**src/sv/fsvm_pkg.sv**
```systemverilog
`timescale 1ns / 1ps
package fsvm_pkg;

  localparam int STACK_DEPTH_DEF = 1024;
  localparam int CALL_DEPTH_DEF = 64;
  localparam int PC_W = 12;
  localparam int QUEUE_DEPTH = 2;
  localparam int IN_TDATA_W = 120;
  localparam int OUT_TDATA_W = 80;

  typedef enum logic [3:0] {
    FN_MOVE = 4'd0,
    FN_SET  = 4'd1,
    FN_ADD  = 4'd2,
    FN_MUL  = 4'd3,
    FN_NEG  = 4'd4,
    FN_NOT  = 4'd5,
    FN_JUMP = 4'd6,
    FN_JZ   = 4'd7,
    FN_CALL = 4'd8,
    FN_RET  = 4'd9,
    FN_LT   = 4'd10,
    FN_EQ   = 4'd11,
    FN_PUSH = 4'd12
  } func_e;

  localparam logic [2:0] ST_RUN   = 3'd0;
  localparam logic [2:0] ST_HALT  = 3'd1;
  localparam logic [2:0] ST_SLOT  = 3'd2;
  localparam logic [2:0] ST_OVF   = 3'd3;
  localparam logic [2:0] ST_BADOP = 3'd4;

  typedef struct packed {
    func_e              op;
    logic               bad;
    logic signed [15:0] d_rel;
    logic signed [15:0] s1_rel;
    logic signed [15:0] s2_rel;
    logic [PC_W-1:0]    tgt;
    logic [63:0]        imm;
  } instr_t;

  typedef struct packed {
    logic clearing;
    logic halted;
  } bk_stat_t;

endpackage

```
**src/sv/fsvm_queue.sv**
```systemverilog
`timescale 1ns / 1ps
module fsvm_queue import fsvm_pkg::*; (
  input  logic   clk_i,
  input  logic   rst_ni,
  input  logic   push_i,
  input  instr_t data_i,
  output logic   full_o,
  output logic   valid_o,
  input  logic   pop_i,
  output instr_t data_o
);

  localparam int PW = $clog2(QUEUE_DEPTH);
  localparam int CW = $clog2(QUEUE_DEPTH + 1);

  instr_t slot_q [QUEUE_DEPTH];
  logic [PW-1:0] wp_q, wp_d, rp_q, rp_d;
  logic [CW-1:0] cnt_q, cnt_d;
  logic do_push, do_pop;

  assign full_o = cnt_q == CW'(QUEUE_DEPTH);
  assign valid_o = cnt_q != '0;
  assign data_o = slot_q[rp_q];
  assign do_push = push_i && !full_o;
  assign do_pop = pop_i && valid_o;

  always_comb begin
    wp_d = wp_q;
    rp_d = rp_q;
    if (do_push) wp_d = (wp_q == PW'(QUEUE_DEPTH - 1)) ? '0 : wp_q + 1'b1;
    if (do_pop) rp_d = (rp_q == PW'(QUEUE_DEPTH - 1)) ? '0 : rp_q + 1'b1;
    cnt_d = cnt_q + CW'(do_push) - CW'(do_pop);
  end

  always_ff @(posedge clk_i or negedge rst_ni) begin
    if (!rst_ni) begin
      wp_q <= '0;
      rp_q <= '0;
      cnt_q <= '0;
    end else begin
      wp_q <= wp_d;
      rp_q <= rp_d;
      cnt_q <= cnt_d;
    end
  end

  always_ff @(posedge clk_i) begin
    if (do_push) slot_q[wp_q] <= data_i;
  end

endmodule

```
**config.mk**
```make
export PLATFORM = sky130hd
export DESIGN_NAME = fsvm_queue
export DESIGN_NICKNAME = d
export VERILOG_FILES = /design/src/sv/fsvm_pkg.sv /design/src/sv/fsvm_queue.sv
export SDC_FILE = /design/constraint.sdc
export NUM_CORES = 1
export LEC_CHECK = 0
export BUFFER_PORTS_ARGS = -buffer_cell sky130_fd_sc_hd__buf_4
export CAP_MARGIN = 20
export CORE_MARGIN = 2
export CORE_UTILIZATION = 36
export CTS_BUF_LIST = sky130_fd_sc_hd__clkbuf_16
export DETAILED_ROUTE_END_ITERATION = 12
export REMOVE_ABC_BUFFERS = 1
export SYNTH_ARGS = -nofsm -noshare
export SYNTH_HDL_FRONTEND = slang
export SYNTH_SLANG_ARGS = --single-unit
```
**constraint.sdc**
```tcl
create_clock -name clk_i -period 9 [get_ports clk_i]
set_input_delay 0.9 -clock clk_i [delete_from_list [all_inputs] [get_ports clk_i]]
set_output_delay 0.9 -clock clk_i [all_outputs]
set_load 0.005 [all_outputs]
```
==> results.ini <==
[detailed_routing]
drtIter0Drc=293
antenna_left=0
vias_per_cell=4.57
num_vias=4833
wirelength_um=19100
post_drt_wl_per_cell_um=18.1
firstDrtPassIters=4
drc=0

[cts]
cts_tree=done
cts_resized=0
cts_post_setup_buffers_inserted=0
h-tree-depth=1
cts_buffers=28
clock_sinks=262
clockRootBuffer=clkbuf_16
cts_hold_buf=0
clkLatencyLatePin_ns=0.53
clk_pin_slew_ns=0.06
cts_max_path_buffers=3

[worst_setup_path]
critical-path-slowest-cell=dfrtp_4
cp_common_cell=buf_4
rr_startpoint=cnt_q[1]$_DFF_PN0_
critPathCaptureType=primary output
crit_type=flip-flop to primary output
path_max_fanout=77
crit_path_cell_trace=buf_4 -> mux2_2 -> buf_4
r2r_cells=3
endpoint=data_o[107]
crit_start=rp_q$_DFFE_PN0P_
cpPeakStageDelay_ns=0.89
r2r_slack_ns=6.34
crit_required_ns=8.10
arrival_ns=2.99
reg2reg_to=slot_q[1][14]$_DFFE_PP_
critPathLaunchType=flip-flop

[power_and_ir_drop]
ir_worst_vdd_mv=0.189
powerDensity_nw_per_um2=316
p_leak_nw=4.75

[yosys]
synth_warnings=0
ys_types=16
synth_top_family_by_area=multiplexers
netlist_area_um2=9540
ys_seq_area_share_pct=82.3
netlist_top_cells_area=edfxtp_1, mux2_2, buf_6
synth-xor-area-share_pct=0.367
syn_area_per_cell_um2=22.8
synth_top_area_share_pct=81.2
synth-compound-area-share_pct=0
synth_top_area_cell=edfxtp_1
postSynthCellCount=419
synth_adder_area_share_pct=0.262
synthMuxAreaShare_pct=15.2
ys_ff_latch=262
synth-simple-area-share_pct=0.341

[floorplanning]
coreArea_um2=26100
dieArea_um2=27800
fp.dieW_um=167
initial_core_util_pct=36.6
rows=59
die_height_um=167
pin_count=264

[finish]
final_area_um2=12800
final_common_cell=buf_4
final_cell_mix=buf_4, edfxtp_1, mux2_2
drive_above_1_share_pct=60.6
fin_nets=837
synthToLayoutAreaGrowth_pct=33.8

[run]
maxCapViolations=0

[placement]
dp_hpwl_um=12500
place_congestion=0.739
placed_cell_area_um2=11800
port_buffers=263

[global_route]
use_met1_pct=15.6
antenna_found_initial=1
grt_max_degree=78
grt_use_met3_pct=4.28
grt_pass1_vias=5290
grt_use_total_pct=13.2
busiest_layer=met2
met2_usage_pct=22.9
grt_overflow=0
grt_pass1_wl_um=29000

[timing]
hold_viol=0
grt_setup_unrepaired=no
fin_setup_tns_ns=0
hold_slack_ns=0.158
fin_crit_sh_pct=43.2
finalCriticalPeriod_ns=3.89
fmax_ghz=0.257
skew_ns=0.00488
relSlewSlack_pct=30.2
finalMaxSlewViolations=0
setup_violations=0
tightest_slew_ns=1.05

[status]
status=complete, no violations

[min_path]
min-delay-path-class=input port to async pin

[synth_stat cells]
master and count:
edfxtp_1 258, mux2_2 129, buf_6 10, dfrtp_1 4
buf_2 3, xnor2_1 3, ha_1 2, inv_1 2
and2_1 1, and3_1 1, buf_4 1, nand2_1 1
nand2b_1 1, nor2_1 1, or2_2 1, xor2_1 1
[layout make-up]
type	count	area [um^2]
Clock inverter	20	188
Clock buffer	29	726
Antenna cell	1	2.50
Inverter	2	7.51
Fill cell	2200	13300
Tap cell	335	419
Timing Repair Buffer	267	2000
Sequential cell	262	7850
Multi-Input combinational cell	141	1560
[per-stage QoR]
step	cells	utilization [%]	power, mW	setup WS (ns)
after detailed placement	1007	45.4	2.97	5.60
after global placement	1007	45.4	2.94	5.63
final	1057	49.0	4.04	5.11
after CTS	1056	48.9	4.11	5.02
after global routing	1057	49.0	4.24	4.90
after floorplan	405	-	2.41	2.03
[how the worst min path moves through the flow]
stage	to	slack [ns]
floorplan	cnt_q[1]$_DFF_PN0_	0.46
global route	rp_q$_DFFE_PN0P_	0.13
global placement	cnt_q[1]$_DFF_PN0_	0.48
finish	rp_q$_DFFE_PN0P_	0.16
detailed placement	cnt_q[1]$_DFF_PN0_	0.51
CTS	rp_q$_DFFE_PN0P_	0.13
[where the power goes]
group	leakage [nW]	internal, mW	switching, mW	total, mW
clock	0.460	0.690	0.435	1.12
combinational	1.85	0.637	0.496	1.13
sequential	2.44	1.67	0.105	1.78
total	4.75	3.00	1.04	4.04
[sequential cells by signal, indices dropped and copies added, names as in the netlist]
signal	flops
cnt_q	2
rp_q	1
wp_q	1
slot_q	258
[critical path: cells and delay by family (launching register included)]
family	cells	cell delay, ns
flops	1	0.89
mux	1	0.45
buf+inv	2	0.99
[layer usage]
metal  vias to the layer above  wire, um
li1                       2235         -
met1                      2362      7320
met2                       198      9550
met3                        38      1540
met4                         0       677
met5                         -         0
[logic make-up (layout without fill, tap and decap cells)]
kind of cell,count (synthesis),after routing
XOR/XNOR,4,4
adder cells (fa/ha/maj),2,2
buffers and inverters,16,318
flip-flops,262,262
multiplexers,129,129
other,0,1
AND/OR/NAND/NOR,6,6
No activity file was read; power rests on OpenSTA's default activity.
