===== src/sv/fsvm_pkg.sv =====
`timescale 1ns / 1ps
package fsvm_pkg;

  localparam int STACK_DEPTH_DEF = 1024;
  localparam int CALL_DEPTH_DEF = 64;
  localparam int PC_W = 12;
  localparam int QUEUE_DEPTH = 2;
  localparam int IN_TDATA_W = 120;
  localparam int OUT_TDATA_W = 80;

  typedef enum logic [3:0] {
    FN_MOVE = 4'd0,
    FN_SET  = 4'd1,
    FN_ADD  = 4'd2,
    FN_MUL  = 4'd3,
    FN_NEG  = 4'd4,
    FN_NOT  = 4'd5,
    FN_JUMP = 4'd6,
    FN_JZ   = 4'd7,
    FN_CALL = 4'd8,
    FN_RET  = 4'd9,
    FN_LT   = 4'd10,
    FN_EQ   = 4'd11,
    FN_PUSH = 4'd12
  } func_e;

  localparam logic [2:0] ST_RUN   = 3'd0;
  localparam logic [2:0] ST_HALT  = 3'd1;
  localparam logic [2:0] ST_SLOT  = 3'd2;
  localparam logic [2:0] ST_OVF   = 3'd3;
  localparam logic [2:0] ST_BADOP = 3'd4;

  typedef struct packed {
    func_e              op;
    logic               bad;
    logic signed [15:0] d_rel;
    logic signed [15:0] s1_rel;
    logic signed [15:0] s2_rel;
    logic [PC_W-1:0]    tgt;
    logic [63:0]        imm;
  } instr_t;

  typedef struct packed {
    logic clearing;
    logic halted;
  } bk_stat_t;

endpackage


===== src/sv/fsvm_front.sv =====
`timescale 1ns / 1ps
module fsvm_front import fsvm_pkg::*; (
  input  logic                  clk_i,
  input  logic                  rst_ni,
  input  logic                  hold_i,
  input  logic                  s_axis_tvalid,
  output logic                  s_axis_tready,
  input  logic [IN_TDATA_W-1:0] s_axis_tdata,
  input  logic                  q_full_i,
  output logic                  push_o,
  output instr_t                instr_o
);

  logic [3:0] func;
  logic [15:0] a1, a2, a3;

  assign func = s_axis_tdata[3:0];
  assign a1 = s_axis_tdata[19:4];
  assign a2 = s_axis_tdata[35:20];
  assign a3 = s_axis_tdata[51:36];

  assign s_axis_tready = !q_full_i && !hold_i;
  assign push_o = s_axis_tvalid && s_axis_tready;

  always_comb begin
    instr_o.op = FN_MOVE;
    instr_o.bad = 1'b0;
    instr_o.d_rel = a1;
    instr_o.s1_rel = a2;
    instr_o.s2_rel = a3;
    instr_o.tgt = a1[PC_W-1:0];
    instr_o.imm = s_axis_tdata[115:52];
    unique case (func)
      FN_MOVE: instr_o.op = FN_MOVE;
      FN_SET: instr_o.op = FN_SET;
      FN_ADD: instr_o.op = FN_ADD;
      FN_MUL: instr_o.op = FN_MUL;
      FN_NEG: instr_o.op = FN_NEG;
      FN_NOT: instr_o.op = FN_NOT;
      FN_JUMP: instr_o.op = FN_JUMP;
      FN_JZ: begin
        instr_o.op = FN_JZ;
        instr_o.s1_rel = a1;
        instr_o.tgt = a2[PC_W-1:0];
      end
      FN_CALL: instr_o.op = FN_CALL;
      FN_RET: begin
        instr_o.op = FN_RET;
        instr_o.s1_rel = a1;
      end
      FN_LT: instr_o.op = FN_LT;
      FN_EQ: instr_o.op = FN_EQ;
      FN_PUSH: begin
        instr_o.op = FN_PUSH;
        instr_o.d_rel = '0;
      end
      default: instr_o.bad = 1'b1;
    endcase
  end

endmodule


===== config.mk =====
export PLATFORM = sky130hd
export DESIGN_NAME = fsvm_front
export DESIGN_NICKNAME = d
export VERILOG_FILES = /design/src/sv/fsvm_pkg.sv /design/src/sv/fsvm_front.sv
export SDC_FILE = /design/constraint.sdc
export NUM_CORES = 1
export LEC_CHECK = 0
export ABC_AREA = 1
export BUFFER_PORTS_ARGS = -buffer_cell sky130_fd_sc_hd__buf_2
export CORE_AREA = 2 2 98 100
export DETAILED_ROUTE_END_ITERATION = 10
export DIE_AREA = 0 0 100 102
export SYNTH_ARGS = -nofsm -noshare
export SYNTH_HDL_FRONTEND = slang
export SYNTH_SLANG_ARGS = --single-unit

===== constraint.sdc =====
create_clock -name vclk -period 1.84
set_input_delay 0.184 -clock vclk [all_inputs]
set_output_delay 0.184 -clock vclk [all_outputs]
set_load 0.01 [all_outputs]

==> results.cfg, run 1 <==
[floorplan]
die_area_mm2 = 0.0102
rows = 35
fp.dieH_um = 102
fp.coreArea_mm2 = 0.00911
die_w_um = 100
top_level_ports = 256
initial_core_util = 0.135

[clock_network]
post_cts_resize_count = 0
cts_hold_buffers = 0
post_cts_buffers = 0

[timing]
setup_repair_after_global_routing_missed_its_margin = false
drv_slew = 0
setup_total_neg_slack_ns = 0
period_needed_ns = 1.38
clock.fmax_mhz = 724
least_margin_pin_slew_ns = 0.388
final_setup_viols = 0
slew-limit-headroom = 0.740
post-route-period-util = 0.751
hold_violations = 0

[yosys]
synth-xor-area-share = 0
yosys-top-cells-area = sky130_fd_sc_hd__buf_4, sky130_fd_sc_hd__nand2_1, sky130_fd_sc_hd__nand3_1
synth_seq_area_share = 0
post_synth_instance_area_mm2 = 0.00123
synthDominantCellAreaShare = 0.501
synth_adder_area_share = 0
synthSimpleGateAreaFrac = 0.406
synthesis.nets = 353
yosys.area.top_type = sky130_fd_sc_hd__buf_4
synth.avg_cell_area_um2 = 5.39
yosys-mux-area-fraction = 0
ys_warn_count = 0
ys_types = 15
synth_top_family_by_area = buffers and inverters
synth_compound_gate_area_share = 0
netlist_instances = 228

[finish]
numSequentialCells = 0
area.growth.synth_to_final_pct = -0.509
diodes = 0
post_route_cells_drive_above_1_share = 0.435
clkbuf_count = 0
register_area_um2 = 0
area_of_combinational_cells_with_multiple_inputs_um2 = 499
fillers = 1113
most_common_cell_after_layout_fill_and_taps_aside = sky130_fd_sc_hd__buf_2
commonest_cells_after_routing_fill_and_taps_aside = sky130_fd_sc_hd__buf_2, sky130_fd_sc_hd__nand2_1, sky130_fd_sc_hd__nand3_1
layout.core_utilization = 0.134
layout.nets = 364

[worst_hold_path]
min-delay-path-class = primary input to primary output

[setup_path]
required_ns = 1.66
critical_path.cell_chain = buf_2, inv_1, nor2_1, nand2_2, nand2_2, nand2_1, nand2_1, buf_2
timing.critical_path.fanout_max = 16
endpoint_kind = primary output
worst_ep_arrival_time_ns = 1.20
crit_slowest_cell = sky130_fd_sc_hd__nand2_2
crit_type = primary input to primary output
worst_setup_sp_type = primary input
critical-path-max-stage-delay_ns = 0.31

[job]
max-cap-violations = 0

[routing]
finalWirelength_um = 4600
drt-initial-drc-count = 18
num_vias = 1273
drtPass1Iterations = 4
postRouteAntennaNets = 0
drt_drc_violations_left = 0
vias_per_cell = 3.66
routed_wire_length_per_instance_um = 13.2

[power]
ir_drop_uv = 45.1
cellPowerDensity_mw_per_mm2 = 239
leakage_nw = 0.815

[place]
place.port_buffers = 90
place.gp.congestion = 0.770
dp_hpwl_um = 3790

[grt]
grt_overflow_total = 0
global_route.usage.total = 0.0800
grt_first_pass_wirelength_um = 6200
antenna_found_initial = 0
grt_max_degree = 17
number_of_global_route_vias_before_repair = 1104

[run_status]
run_status = finished clean
-- kinds of logic after synthesis --
group | Yosys count
buffers and inverters | 110
AND/OR/NAND/NOR | 118
-- Yosys cell counts (all sizes together) --
master / instances
buf: 85
clkbuf: 3
inv: 22
nand2: 61
nand3: 28
nor2: 25
nor3: 2
nor3b: 1
or2: 1
-- layout make-up --
cell class,count,share of cell area
Multi-Input combinational cell,118,0.408
Inverter,22,0.0675
Timing Repair Buffer,97,0.411
Tap cell,111,0.113
-- power by group --
part / switching (W) / internal [W]
clock: 0 / 0
combinational: 0.000167 / 0.000125
sequential: 0 / 0
total: 0.000167 / 0.000125
-- through the flow --
step | total power, W | hold WS [ns] | area [µm²] | cells | setup slack [ns]
3_3_place_gp | 0.000297 | 0.368 | 1220 | 348 | 0.408
3_5_place_dp | 0.000297 | 0.368 | 1220 | 348 | 0.419
2_1_floorplan | 0.000321 | 0.411 | 1230 | 228 | 0.751
4_1_cts | 0.000298 | 0.368 | 1220 | 348 | 0.409
5_1_grt | 0.000326 | 0.368 | 1220 | 348 | 0.318
6_report | 0.000292 | 0.368 | 1220 | 348 | 0.459
-- path summary, 6_finish.rpt --
path | startpoint | end | slack (ns) | cells past startpoint
hold / removal | s_axis_tdata[110] | instr_o[58] | 0.37 | 0
setup / recovery | s_axis_tdata[3] | instr_o[106] | 0.46 | 8
-- metal layers --
metal	track usage	wire, µm	vias to the layer above
li1	-	-	625
met1	0.0769	1500	533
met2	0.168	2470	101
met3	0.0219	522	14
met4	0.0169	110	0
met5	0	0	-
-- worst max-delay path, delay by kind of cell --
family | cells | cell delay (ns)
simple gates | 5 | 0.71
buf+inv | 3 | 0.30
Note: power is estimated with default switching activity, not from simulation.
==> run 2: changes to the inputs <==
--- a/config.mk
+++ b/config.mk
@@ -7,9 +7,9 @@
 export LEC_CHECK = 0
 export ABC_AREA = 1
 export BUFFER_PORTS_ARGS = -buffer_cell sky130_fd_sc_hd__buf_2
-export CORE_AREA = 2 2 98 100
+export CORE_AREA = 2 2 99 101
 export DETAILED_ROUTE_END_ITERATION = 10
-export DIE_AREA = 0 0 100 102
+export DIE_AREA = 0 0 101 103
 export SYNTH_ARGS = -nofsm -noshare
 export SYNTH_HDL_FRONTEND = slang
 export SYNTH_SLANG_ARGS = --single-unit
==> constraint.sdc (replaced) <==
create_clock -name vclk -period 1.3
set_input_delay 0.13 -clock vclk [all_inputs]
set_output_delay 0.13 -clock vclk [all_outputs]
set_load 0.01 [all_outputs]
==> run 2 against run 1 <==
Compared with the run above: count of clock-buffer cells in the layout is the same; global-route usage shrank 0.61 points; combinational power grew 52%; total power grew 52%; flip-flop and latch count is the same; cell count grew 2.3%; final area grew 8.5%.
==> results.cfg, run 2 (synthesis gave the netlist of run 1 again) <==
[setup_path]
critical_path.cell_chain = buf_2, inv_1, nor2_1, nand2_2, nand2_4, clkbuf_16, nand2_1, nand2_1, buf_2
required_ns = 1.17
timing.critical_path.fanout_max = 7
endpoint_kind = primary output
critical-path-max-stage-delay_ns = 0.16
crit_type = primary input to primary output
worst_setup_sp_type = primary input
worst_ep_arrival_time_ns = 1.05
crit_slowest_cell = sky130_fd_sc_hd__clkbuf_16

[grt]
number_of_global_route_vias_before_repair = 1040
grt_max_degree = 18
global_route.usage.total = 0.0739
antenna_found_initial = 0
grt_first_pass_wirelength_um = 5810
grt_overflow_total = 0

[timing]
least_margin_pin_slew_ns = 0.306
final_setup_viols = 0
slew-limit-headroom = 0.795
setup_total_neg_slack_ns = 0
clock.fmax_mhz = 845
hold_violations = 0
post-route-period-util = 0.910
drv_slew = 0
period_needed_ns = 1.18
setup_repair_after_global_routing_missed_its_margin = false
timing.hold.ws_ns = 0.260

[place]
place.port_buffers = 90
place.gp.congestion = 0.635
post-place-cells = 354
dp_hpwl_um = 3420

[floorplan]
die_w_um = 101
top_level_ports = 256
initial_core_util = 0.130
die_area_mm2 = 0.0104
rows = 36
fp.dieH_um = 103
fp.coreArea_mm2 = 0.00946

[finish]
fillers = 1140
fin_cells = 356
clkbuf_count = 0
area.growth.synth_to_final_pct = 7.93
diodes = 0
layout.nets = 369
post_route_cells_drive_above_1_share = 0.455
register_area_um2 = 0
most_common_cell_after_layout_fill_and_taps_aside = sky130_fd_sc_hd__buf_2
layout.core_utilization = 0.140
numSequentialCells = 0
commonest_cells_after_routing_fill_and_taps_aside = sky130_fd_sc_hd__buf_2, sky130_fd_sc_hd__nand2_1, sky130_fd_sc_hd__nand3_1

[routing]
vias_per_cell = 3.63
routed_wire_length_per_instance_um = 12.7
drtPass1Iterations = 4
postRouteAntennaNets = 0
finalWirelength_um = 4510
num_vias = 1294
drt_drc_violations_left = 0
drt-initial-drc-count = 35

[power]
leakage_nw = 0.858
ir_drop_uv = 98.6
cellPowerDensity_mw_per_mm2 = 335

[job]
max-cap-violations = 0

[run_status]
run_status = finished clean

[worst_hold_path]
min-delay-path-class = primary input to primary output

[clock_network]
cts_hold_buffers = 0
run 2: routing by layer:
metal  vias up  GRT usage  share of wire  wire (µm)
met2        86      0.122           0.44       1990
met1       540     0.0878           0.42       1910
met5         -          0              0          0
met4         0     0.0478          0.058        262
met3        34     0.0142          0.078        351
li1        634          -              -          -
run 2: final cells by class:
type	count	area [µm²]	share of cell area
Inverter	22	82.6	0.0622
Multi-Input combinational cell	118	515	0.388
Tap cell	114	143	0.107
Timing Repair Buffer	102	587	0.442
run 2: report_power, final:
group          total, W  switching (W)  leakage, nW  internal, W
Clock                 0              0            0            0
Combinational  0.000444       0.000247        0.858     0.000198
Sequential            0              0            0            0
Total          0.000444       0.000247        0.858     0.000198
run 2: repair_timing:
item / 4_1_cts / 5_1_grt
setup buffers: 0 / 1
gates resized for setup: 0 / 4
setup endpoints to repair: 0 / 1
run 2: worst paths after layout:
| check | cells after the start | startpoint | endpoint |
|---|---|---|---|
| max | 9 | s_axis_tdata[3] | instr_o[104] |
| min | 0 | s_axis_tdata[76] | instr_o[24] |
run 2: worst max-delay path: cells and delay by family:
family / cells / cell delay, ns
buf+inv: 4 / 0.43
simple gates: 5 / 0.49
run 2: metrics by stage:
stage	worst slack, ns	cell area [µm²]	power (W)
global placement	0.0934	1280	0.000434
finish	0.116	1330	0.000444
floorplan	0.319	1230	0.000454
CTS	0.0832	1280	0.000435
detailed placement	0.0829	1280	0.000434
global route	0.0157	1330	0.000497
